===== src/design/assert_macros.svh =====
// Assertion macros shared by the design files.
// Clocked on aclk; the reset form is disabled while aresetn is low.
`ifndef ASSERT_MACROS_SVH
`define ASSERT_MACROS_SVH
`ifndef NO_ASSERTIONS
`define ASSERT_CLK(lbl, prop, msg) \
    lbl: assert property (@(posedge aclk) disable iff (!aresetn) prop) else $error(msg);
`define ASSERT_ALWAYS(lbl, prop, msg) \
    lbl: assert property (@(posedge aclk) prop) else $error(msg);
`else
`define ASSERT_CLK(lbl, prop, msg)
`define ASSERT_ALWAYS(lbl, prop, msg)
`endif
`endif


===== src/design/dsl_pkg.sv =====
// Package for the delimited span locator: search phases, status codes,
// register indexes and default sizes. No dependencies.
package dsl_pkg;

    localparam int KEYWORD_BYTES_DEF = 8;
    localparam int OFFSET_BITS_DEF   = 32;
    localparam int CFG_DATA_W        = 64;
    localparam int CFG_INDEX_W       = 2;
    localparam int OUT_FIELD_W       = 32;

    typedef enum logic [1:0] {
        PH_SEEK_START = 2'd0,
        PH_SEEK_END   = 2'd1,
        PH_DONE       = 2'd2
    } phase_t;

    typedef enum logic [1:0] {
        ST_FOUND         = 2'd0,
        ST_START_MISSING = 2'd1,
        ST_END_MISSING   = 2'd2
    } status_t;

    typedef enum logic [CFG_INDEX_W-1:0] {
        REG_START_PATTERN = 2'd0,
        REG_START_LENGTH  = 2'd1,
        REG_END_PATTERN   = 2'd2,
        REG_END_LENGTH    = 2'd3
    } reg_index_t;

endpackage


===== src/design/delimited_span_locator.sv =====
// Delimited span locator: finds start and end keywords in a byte stream.
// Depends on dsl_pkg and assert_macros.svh.
//
//  channel   | beat                     | fields (lowest bit first)
//  ----------+--------------------------+-----------------------------------
//  s_        | one stream byte          | tdata: data_byte; tlast: last_byte
//  m_        | at most one per stream   | tdata: span_offset, span_length;
//            |                          | tuser: status
//  cfg_wr_   | one register write       | index, data
//
// One byte per cycle while s_tready is high: the window compare, position count and length subtract
// sit between the search registers and the result register.
// A result appears on m_ the cycle after the byte beat that caused it.
// s_tready drops only while a result is held and m_tready is low.
// aresetn clears search state and registers; a tlast beat clears the search.
`include "assert_macros.svh"

module delimited_span_locator #(
    parameter int KEYWORD_BYTES = dsl_pkg::KEYWORD_BYTES_DEF,
    parameter int OFFSET_BITS   = dsl_pkg::OFFSET_BITS_DEF
) (
    input  logic                            aclk,
    input  logic                            aresetn,
    input  logic                            cfg_wr_en,
    input  logic [dsl_pkg::CFG_INDEX_W-1:0] cfg_wr_index,
    input  logic [dsl_pkg::CFG_DATA_W-1:0]  cfg_wr_data,
    input  logic                            s_tvalid,
    output logic                            s_tready,
    input  logic [7:0]                      s_tdata,   // data_byte
    input  logic                            s_tlast,   // last_byte
    output logic                            m_tvalid,
    input  logic                            m_tready,
    output logic [63:0]                     m_tdata,   // span_offset, span_length
    output logic [1:0]                      m_tuser    // status
);
    import dsl_pkg::*;

    localparam int KCW = $clog2(KEYWORD_BYTES + 1);

    logic [CFG_DATA_W-1:0] start_pat_reg, end_pat_reg;
    logic [3:0]            start_len_reg, end_len_reg;

    logic [7:0]             win_reg [KEYWORD_BYTES];
    logic [7:0]             win_next[KEYWORD_BYTES];
    logic [KCW-1:0]         seen_reg, seen_next;
    logic [KCW-1:0]         after_reg, after_next;
    phase_t                 phase_reg, phase_next;
    logic [OFFSET_BITS-1:0] pos_reg, pos_next;
    logic [OFFSET_BITS-1:0] found_reg, found_next;

    logic                   out_valid_reg;
    logic [1:0]             out_status_reg;
    logic [OUT_FIELD_W-1:0] out_off_reg, out_len_reg;

    logic [KCW-1:0]         ls, le;
    logic [KEYWORD_BYTES:0] start_hit, end_hit;
    logic [OFFSET_BITS-1:0] npos, span_gap;
    logic                   res_valid;
    status_t                res_status;
    logic [OFFSET_BITS-1:0] res_off, res_len;
    logic [OUT_FIELD_W-1:0] res_off_c, res_len_c;
    logic                   accept;

    assign accept   = s_tvalid && s_tready;
    assign s_tready = !out_valid_reg || m_tready;

    assign ls = (start_len_reg > 4'(KEYWORD_BYTES)) ? KCW'(KEYWORD_BYTES)
                                                     : KCW'(start_len_reg);
    assign le = (end_len_reg > 4'(KEYWORD_BYTES)) ? KCW'(KEYWORD_BYTES)
                                                   : KCW'(end_len_reg);

    always_comb begin
        win_next[0] = s_tdata;
        for (int k = 1; k < KEYWORD_BYTES; k++) begin
            win_next[k] = win_reg[k-1];
        end
    end

    // hit[L]: newest L bytes equal the first L keyword bytes, oldest first
    always_comb begin
        start_hit = '1;
        end_hit   = '1;
        for (int l = 1; l <= KEYWORD_BYTES; l++) begin
            for (int i = 0; i < l; i++) begin
                if (win_next[l-1-i] != start_pat_reg[8*i +: 8]) begin
                    start_hit[l] = 1'b0;
                end
                if (win_next[l-1-i] != end_pat_reg[8*i +: 8]) begin
                    end_hit[l] = 1'b0;
                end
            end
        end
    end

    assign npos = (pos_reg == '1) ? pos_reg : pos_reg + OFFSET_BITS'(1);

    always_comb begin
        phase_next = phase_reg;
        found_next = found_reg;
        after_next = after_reg;
        res_valid  = 1'b0;
        res_status = ST_FOUND;
        res_off    = '0;
        res_len    = '0;
        span_gap   = npos - found_reg;

        if (phase_next == PH_SEEK_START && ls == '0) begin
            found_next = pos_reg;
            after_next = '0;
            phase_next = PH_SEEK_END;
        end
        if (phase_next == PH_SEEK_END && le == '0) begin
            res_valid  = 1'b1;
            res_off    = found_next;
            phase_next = PH_DONE;
        end

        seen_next = (seen_reg < KCW'(KEYWORD_BYTES)) ? seen_reg + KCW'(1) : seen_reg;
        pos_next  = npos;

        case (phase_next)
            PH_SEEK_START: begin
                if (seen_next >= ls && start_hit[ls]) begin
                    found_next = npos;
                    after_next = '0;
                    phase_next = PH_SEEK_END;
                    if (le == '0) begin
                        res_valid  = 1'b1;
                        res_off    = npos;
                        phase_next = PH_DONE;
                    end
                end
            end
            PH_SEEK_END: begin
                span_gap = npos - found_next;
                if (after_next < KCW'(KEYWORD_BYTES)) begin
                    after_next = after_next + KCW'(1);
                end
                if (after_next >= le && end_hit[le]) begin
                    res_valid  = 1'b1;
                    res_off    = found_next;
                    res_len    = (span_gap >= OFFSET_BITS'(le)) ? span_gap - OFFSET_BITS'(le)
                                                                : '0;
                    phase_next = PH_DONE;
                end
            end
            default: ;
        endcase

        if (s_tlast) begin
            if (!res_valid && phase_next == PH_SEEK_START) begin
                res_valid  = 1'b1;
                res_status = ST_START_MISSING;
            end else if (!res_valid && phase_next == PH_SEEK_END) begin
                res_valid  = 1'b1;
                res_status = ST_END_MISSING;
                res_off    = found_next;
            end
            phase_next = PH_SEEK_START;
            found_next = '0;
            after_next = '0;
            seen_next  = '0;
            pos_next   = '0;
        end
    end

    generate
        if (OFFSET_BITS > OUT_FIELD_W) begin : g_clip
            assign res_off_c = (|res_off[OFFSET_BITS-1:OUT_FIELD_W]) ? '1
                                                                      : res_off[OUT_FIELD_W-1:0];
            assign res_len_c = (|res_len[OFFSET_BITS-1:OUT_FIELD_W]) ? '1
                                                                      : res_len[OUT_FIELD_W-1:0];
        end else begin : g_ext
            assign res_off_c = OUT_FIELD_W'(res_off);
            assign res_len_c = OUT_FIELD_W'(res_len);
        end
    endgenerate

    always_ff @(posedge aclk) begin
        if (!aresetn) begin
            start_pat_reg <= '0;
            start_len_reg <= '0;
            end_pat_reg   <= '0;
            end_len_reg   <= '0;
        end else if (cfg_wr_en) begin
            case (reg_index_t'(cfg_wr_index))
                REG_START_PATTERN: start_pat_reg <= cfg_wr_data;
                REG_START_LENGTH:  start_len_reg <= cfg_wr_data[3:0];
                REG_END_PATTERN:   end_pat_reg   <= cfg_wr_data;
                REG_END_LENGTH:    end_len_reg   <= cfg_wr_data[3:0];
                default: ;
            endcase
        end
    end

    always_ff @(posedge aclk) begin
        if (!aresetn) begin
            for (int k = 0; k < KEYWORD_BYTES; k++) begin
                win_reg[k] <= '0;
            end
            seen_reg  <= '0;
            after_reg <= '0;
            phase_reg <= PH_SEEK_START;
            pos_reg   <= '0;
            found_reg <= '0;
        end else if (accept) begin
            for (int k = 0; k < KEYWORD_BYTES; k++) begin
                win_reg[k] <= s_tlast ? 8'h00 : win_next[k];
            end
            seen_reg  <= seen_next;
            after_reg <= after_next;
            phase_reg <= phase_next;
            pos_reg   <= pos_next;
            found_reg <= found_next;
        end
    end

    always_ff @(posedge aclk) begin
        if (!aresetn) begin
            out_valid_reg <= 1'b0;
        end else if (accept && res_valid) begin
            out_valid_reg <= 1'b1;
        end else if (m_tready) begin
            out_valid_reg <= 1'b0;
        end
    end

    always_ff @(posedge aclk) begin
        if (accept && res_valid) begin
            out_status_reg <= res_status;
            out_off_reg    <= res_off_c;
            out_len_reg    <= res_len_c;
        end
    end

    assign m_tvalid = out_valid_reg;
    assign m_tuser  = out_status_reg;
    assign m_tdata  = {out_len_reg, out_off_reg};

    `ASSERT_CLK(a_missing_start_zero,
        m_tvalid && m_tuser == ST_START_MISSING |-> m_tdata == '0,
        "start-missing result carries non-zero fields")
    `ASSERT_CLK(a_last_clears,
        s_tvalid && s_tready && s_tlast |=> phase_reg == PH_SEEK_START && pos_reg == '0,
        "search state not cleared after last beat")
    `ASSERT_CLK(a_found_behind_pos,
        found_reg <= pos_reg,
        "found offset ahead of stream position")
    `ASSERT_CLK(a_seen_bounded,
        seen_reg <= KCW'(KEYWORD_BYTES) && after_reg <= KCW'(KEYWORD_BYTES),
        "window counters past keyword size")

endmodule


===== config.mk =====
export PLATFORM = sky130hd
export DESIGN_NAME = delimited_span_locator
export DESIGN_NICKNAME = d
export VERILOG_FILES = /design/src/design/dsl_pkg.sv /design/src/design/delimited_span_locator.sv
export VERILOG_INCLUDE_DIRS = /design/src /design/src/design
export SDC_FILE = /design/constraint.sdc
export NUM_CORES = 1
export LEC_CHECK = 0
export BUFFER_PORTS_ARGS = -buffer_cell sky130_fd_sc_hd__buf_2
export CAP_MARGIN = 0
export CORE_AREA = 4 4 169 334
export CTS_CLUSTER_SIZE = 40
export DETAILED_ROUTE_END_ITERATION = 16
export DIE_AREA = 0 0 173 338
export PLACE_DENSITY = 0.7
export SLEW_MARGIN = 20
export SYNTH_ARGS = -nofsm -noshare
export SYNTH_HDL_FRONTEND = slang
export SYNTH_SLANG_ARGS = --single-unit

===== constraint.sdc =====
create_clock -name aclk -period 7.7 [get_ports aclk]
set_clock_uncertainty 0.15 [all_clocks]
set_input_delay 0.385 -clock aclk [delete_from_list [all_inputs] [get_ports aclk]]
set_output_delay 0.385 -clock aclk [all_outputs]
set_load 0.03 [all_outputs]

After elaboration in Yosys (flattened, before gate mapping)
Memory sizes are Yosys's and may differ from the RTL's.
Index checks and enable logic that the tools add are counted.
{"block": "totals", "register_bits": 277, "latchBits": 0, "ramBits": 64, "romBits": 0, "input_bits": 80, "n_memories": 1}
{"block": "classes", "addsub": 5, "mul": 0, "n_div": 0, "order_cmp": 9, "eq_ne": 79, "n_shift": 0, "n_mux": 139, "bitwise": 9, "n_reduce_logical": 24}
{"name": "win_reg", "depth": 8, "width": 8, "read_ports": 7, "rd_clocked_by_memory_dff": 0, "wr": 8, "line_no": "delimited_span_locator.sv:43", "text": "logic [7:0] win_reg [KEYWORD_BYTES];"}
{"op": "!= test 8 bit", "n": 72}
{"op": "2-to-1 mux 32 bit", "n": 13}
{"op": "2-to-1 mux 8 bit", "n": 16}
{"op": "2-to-1 mux 1 bit", "n": 88}
{"op": "case mux 32 bit (2 select lines)", "n": 1}
{"op": "2-to-1 mux 4 bit", "n": 9}
{"op": "adder 32 x 1 -> 32 bit (second input constant)", "n": 1}
{"op": "equality test 32 bit (second input constant)", "n": 1}
{"op": "greater-or-equal comparator 32 x 4 -> 1 bit", "n": 1}
{"op": "subtractor 32 bit", "n": 1}
{"op": "subtractor 32 x 4 -> 32 bit", "n": 1}
{"op": "2-to-1 mux 2 bit", "n": 7}
{"op": "< comparator 4 x 5 -> 1 bit (second input constant)", "n": 2}
{"op": "adder 4 x 1 -> 4 bit (second input constant)", "n": 2}
{"op": "binary-select mux 1 bit (select 4 bit)", "n": 2}
{"op": "equality test 2 x 1 -> 1 bit (second input constant)", "n": 4}
{"op": "greater-or-equal comparator 4 bit", "n": 2}
{"op": "> comparator 4 bit (second input constant)", "n": 2}
{"op": "logical AND 1 bit", "n": 8}
{"op": "logical NOT 2 bit", "n": 4}
{"op": "logical NOT 4 bit", "n": 2}
{"op": "< comparator 4 bit (second input constant)", "n": 2}
{"op": "bitwise OR 1 bit", "n": 8}
{"op": "case mux 4 bit (2 select lines)", "n": 1}
{"op": "10 further kinds", "n": 15}

Logic depth before layout (Yosys ltp)
An unclocked memory read counts as a cell.
{"block": "logic_depth", "depth_word": 22, "depth_mapped": 23, "depth_no_buf": 20}

Worst setup path after synthesis
OpenSTA, ideal clock, no wires.
{"block": "synth_path", "path_type": "reg-to-reg", "start": "register start_len_reg[3]", "end": "register out_status_reg[0] (netlist: m_tuser[0]) (enable)", "setup_time_ns": 0.571, "t_arrival_ns": 7.453, "t_required_ns": 6.979, "path_slack_ns": -0.474, "path_stages_with_launch": 18, "path_buffers": 2, "synth_period_minus_slack_ns": 8.174, "cell_sequence": "dfxtp_1 > or2_2 > nor3_1 > and2_1 > clkbuf_1 > clkbuf_1 > nor2_1 > ha_1 > nand2_1 > o21ai_0 > ha_1 > a21o_1 > a21o_1 > a21oi_1 > a21oi_1 > and2_1 > nor2_1 > nor3_1"}
{"block": "synth_via", "elab_chain_len": 18, "elab_cells_between_ends": 38, "classes_between": "1 x add/sub; 4 x order compare; 3 x eq/ne; 19 x mux; 11 x reduce/logical"}
{"item": "from (decl)", "line_no": "delimited_span_locator.sv:41", "text": "logic [3:0] start_len_reg, end_len_reg;"}
{"item": "from (signal assigned)", "line_no": "delimited_span_locator.sv:188", "text": "REG_START_LENGTH: start_len_reg <= cfg_wr_data[3:0];"}
{"item": "> comparator 4 bit", "line_no": "delimited_span_locator.sv:67", "text": "assign ls = (start_len_reg > 4'(KEYWORD_BYTES)) ? KCW'(KEYWORD_BYTES)"}
{"item": "2-to-1 mux 4 bit *", "line_no": "delimited_span_locator.sv:67"}
{"item": "logical NOT 4 bit", "line_no": "delimited_span_locator.sv:107", "text": "if (phase_next == PH_SEEK_START && ls == '0) begin"}
{"item": "logical AND 1 bit", "line_no": "delimited_span_locator.sv:107"}
{"item": "2-to-1 mux 4 bit", "line_no": "delimited_span_locator.sv:107"}
{"item": "adder 4 x 1 -> 4 bit or < comparator 4 bit (tied branches)", "line_no": "delimited_span_locator.sv:137, delimited_span_locator.sv:136"}
{"item": "2-to-1 mux 4 bit", "line_no": "delimited_span_locator.sv:136", "text": "if (after_next < KCW'(KEYWORD_BYTES)) begin"}
{"item": "2-to-1 mux 4 bit", "line_no": "delimited_span_locator.sv:121", "text": "case (phase_next)"}
{"item": "(+2 left out)"}
{"item": "2-to-1 mux 2 bit or 2-to-1 mux 1 bit (tied branches)", "line_no": "delimited_span_locator.sv:139", "text": "if (after_next >= le && end_hit[le]) begin"}
{"item": "case mux 2 bit (2 select lines) or case mux 1 bit (2 select lines) (tied branches)", "line_no": "delimited_span_locator.sv:121"}
{"item": "equality test 2 x 1 -> 1 bit or logical NOT 1 bit (tied branches)", "line_no": "delimited_span_locator.sv:154, delimited_span_locator.sv:151"}
{"item": "logical AND 1 bit", "line_no": "delimited_span_locator.sv:154", "text": "end else if (!res_valid && phase_next == PH_SEEK_END) begin"}
{"item": "2-to-1 mux 1 bit", "line_no": "delimited_span_locator.sv:154"}
{"item": "2-to-1 mux 1 bit", "line_no": "delimited_span_locator.sv:151", "text": "if (!res_valid && phase_next == PH_SEEK_START) begin"}
{"item": "2-to-1 mux 1 bit *", "line_no": "delimited_span_locator.sv:150", "text": "if (s_tlast) begin"}
{"item": "logical AND 1 bit *", "line_no": "delimited_span_locator.sv:229", "text": "if (accept && res_valid) begin"}
{"item": "to (signal assigned)", "line_no": "delimited_span_locator.sv:230", "text": "out_status_reg <= res_status;"}
{"item": "to (decl)", "line_no": "delimited_span_locator.sv:52", "text": "logic [1:0] out_status_reg;"}
Mark *: on every way between the ends. The rest lies on a longest branch, timed or not. The select of a mux whose other input is x is not followed.
A chain may end at the register's enable or synchronous reset.

Worst setup path in the final report
{"block": "layout_path", "start": "register start_len_reg[3]", "end": "register out_len_reg[30], data pin"}
{"block": "layout_via", "elab_chain_len": 11, "elab_cells_between_ends": 21, "classes_between": "3 x add/sub; 4 x order compare; 2 x eq/ne; 7 x mux; 5 x reduce/logical"}
{"item": "> comparator 4 bit", "line_no": "delimited_span_locator.sv:67"}
{"item": "2-to-1 mux 4 bit *", "line_no": "delimited_span_locator.sv:67"}
{"item": "logical NOT 4 bit *", "line_no": "delimited_span_locator.sv:107"}
{"item": "logical AND 1 bit *", "line_no": "delimited_span_locator.sv:107"}
{"item": "branches (longest 7 deep; another with subtractor 32 bit)"}
{"item": "to (signal assigned)", "line_no": "delimited_span_locator.sv:232", "text": "out_len_reg <= res_len_c;"}
{"item": "to (decl)", "line_no": "delimited_span_locator.sv:53", "text": "logic [OUT_FIELD_W-1:0] out_off_reg, out_len_reg;"}
Every way passes the cells marked *. The select of a mux whose other input is x is not followed.

==> run summary <==
CTS tree - done
initial core utilization - 44.7%
DR pass1 iterations - 6
core footprint - 0.0538 mm2
CTS buffer count - 34
critical path's slowest cell - o21ai_0
Post-Route M1 WL - 33900 um
final cycle utilization of the critical path - 87.8%
die area - 0.0585 mm2
max layer used - met4
status - finished, violations left
Crit path largest cell delay - 0.94 ns
post-route setup TNS - 0 ns
pre-CTS setup slack - 1.11 ns
wire length on met3 - 6290 um
layout cell share with drive strength beyond 1 - 10.6%
Ys Warns - 0
slack of the critical path - 0.942 ns
clock slew at reported path FFs - 0.07 ns
critical path depth in cells - 19
Die Wd - 173 um
# DRC - 0
Netlist Area Pre-Place - 0.0240 mm2
Clock Sinks - 333
HPWL after DPL - 83000 um
crit end category - register
Crit. Startpoint - start_len_reg[3]
via count - 22000
drt wl/cell - 30.9 um
sequential area share after synthesis - 32.8%
Placer Congestion - 1.10
Area Growth Syn to Fin - 11.1%
Synth cell types - 79
Final setup violation count - 0
DRT antenna net count - 0
largest net degree at the start of global routing - 104
CP max FO - 13
CP startpoint kind - register
reg2reg end - out_len_reg[30]
async set-reset flop share out of synthesis - 0%
Final min period - 6.76 ns
Rows - 120
flop2flop setup slack - 0.94 ns
crit path buf inv count - 3
WHS - -0.00699 ns
Avg Inst Size Synth - 8.44 um2
pwr/cell area - 193 mW/mm2
worst min-delay path class - input port to register
Slew Limit Fails - 0
total I/O pin count - 148
Net Count, Synth - 2974
worst-case vdd ir drop - 175 uV
Die H - 338 um
number of global-route vias before repair - 22200
Slew @ Worst Pin - 1.16 ns
buffer count from post-CTS setup fixing - 0
failing checks - negative hold slack
crit path DAT - 6.91 ns
first-pass GRT wire length - 156000 um
DRT iter0 DRCs - 1449
met2 wire len - 54900 um
max-cap viol count - 0
fin nets - 3005
CP cell instances - or2_2, nor3_1, nand2_1, buf_4, nand2_1, nand2_1, inv_1, ha_1, a21oi_1, o21ai_0, nand2_1, nand2_1, xor2_1, or3_4, or4b_1, buf_4, nor4_2, xnor2_1, nor2_1
Congestion Overflow GR - 0
CTS H-tree lvls - 2
fmax - 148 MHz
Reg-to-Reg Start - start_len_reg[3]
Post-synth EDFFs - 122
Hold Fails Final Rpt - 1
Critical Path Most Common Cell - nand2_1
Routed WL - 110000 um
cell family with most CP delay - simple AND/OR/NAND/NOR gates
Post-Syn Instances - 2846
P_leak - 9.91 nW
Max clock buf depth - 3
CTS root buf - clkbuf_16
CP required - 7.85 ns
Max-slew headroom - 22.0%
RSZ-0062 raised after global routing - no
GRT Total Usage - 36.8%
via-per-instance ratio - 6.15
crit path kind - register to register
Synth Register Bits - 333
Clock Latency Late Sink - 0.57 ns
crit path capture - out_len_reg[30]
initial antenna violation count - 2
Port Buffers - 147
Top FF cell, synth - dfxtp_1
r2r worst-path depth - 19
worst min-delay path by stage:
stage,slack [ns],end,startpoint,cells past startpoint
2_1_floorplan,0.27,found_reg[11],found_reg[11],2
3_3_place_gp,0.28,found_reg[6],found_reg[6],2
3_5_place_dp,0.29,found_reg[6],found_reg[6],2
4_1_cts,0.001,end_pat_reg[45],cfg_wr_data[45],3
5_1_grt,0.005,start_pat_reg[45],cfg_wr_data[45],3
6_report,-0.007,start_pat_reg[45],cfg_wr_data[45],3
synthesized netlist by cell type (45+ instances only):
| library cell | count | area share, % |
|---|---|---|
| o21ai_0 | 66 | 1.4 |
| clkbuf_1 | 190 | 3.0 |
| nor2_1 | 102 | 1.6 |
| nand4_1 | 133 | 3.5 |
| and2_1 | 78 | 2.0 |
| a21oi_1 | 45 | 0.94 |
| nor3_1 | 56 | 1.2 |
| a22o_1 | 51 | 1.9 |
| ha_1 | 46 | 2.4 |
| nor4_1 | 52 | 1.4 |
| a21boi_0 | 134 | 4.2 |
| nand2_1 | 396 | 6.2 |
| xor2_1 | 138 | 5.0 |
| xnor2_1 | 504 | 18 |
| dfxtp_1 | 211 | 18 |
| edfxtp_1 | 122 | 15 |
| inv_1 | 82 | 1.3 |
worst register-to-register path, stage by stage (launching register included):
cell	delay, ns
dfxtp_1	0.34
or2_2	0.31
nor3_1	0.54
nand2_1	0.69
buf_4	0.42
nand2_1	0.08
nand2_1	0.07
inv_1	0.10
ha_1	0.33
a21oi_1	0.19
o21ai_0	0.94
nand2_1	0.20
nand2_1	0.21
xor2_1	0.13
or3_4	0.41
or4b_1	0.54
buf_4	0.21
nor4_2	0.36
xnor2_1	0.20
nor2_1	0.07
placed cells by master (no fill, tap or decap), drive strengths merged, types with 66 or more instances in the layout:
cell type	instances
a21boi	135
and2	78
buf	219
dfxtp	211
edfxtp	122
inv	84
nand2	396
nand4	134
nor2	103
o21ai	66
xnor2	504
xor2	138
metal layers:
metal | track usage, % | vias to the layer above
met1 | 33.6 | 10500
li1 | - | 9752
met3 | 5.41 | 539
met4 | 40.2 | 0
met2 | 66.2 | 1140
met5 | 0 | -
per-stage QoR:
stage                     power (mW)  util [%]  cell area, um2  std cells
after floorplan                 2.94         -           24000       2846
after global placement          3.37      46.6           25100       3462
after detailed placement        3.39      46.7           25100       3462
after CTS                       5.15      49.7           26700       3572
after global routing            5.31      49.7           26700       3572
final                           5.15      49.7           26700       3573
final cells by class:
cell class                      count  area [um2]
Clock inverter                     13         158
Timing Repair Buffer              269        1790
Inverter                           82         309
Tap cell                          671         840
Fill cell                        5177       27000
Sequential cell                   333        7890
Clock buffer                       47         963
Multi-Input combinational cell   2157       14800
Antenna cell                        1        2.50
report_power, final:
| group | internal [mW] | leakage, nW | total, mW | switching (mW) |
|---|---|---|---|---|
| combinational | 0.489 | 6.39 | 1.30 | 0.807 |
| clock | 0.985 | 0.542 | 1.75 | 0.762 |
| sequential | 1.93 | 2.98 | 2.11 | 0.177 |
| total | 3.40 | 9.91 | 5.15 | 1.75 |
cells by family after synthesis:
logic type,count (synthesis),synth area share [%]
XOR/XNOR,642,23.4
buffers and inverters,356,5.93
AO/OA/AOI/OAI,458,13.6
AND/OR/NAND/NOR,975,20.2
multiplexers,34,1.43
flip-flops,333,32.8
adder cells (fa/ha/maj),48,2.56
repair_timing:
item                                   CTS  global route
endpoints found under the hold margin   93             0
hold buffers                            50             0
resized for setup                        0             0
(Power assumes the default switching activity.)
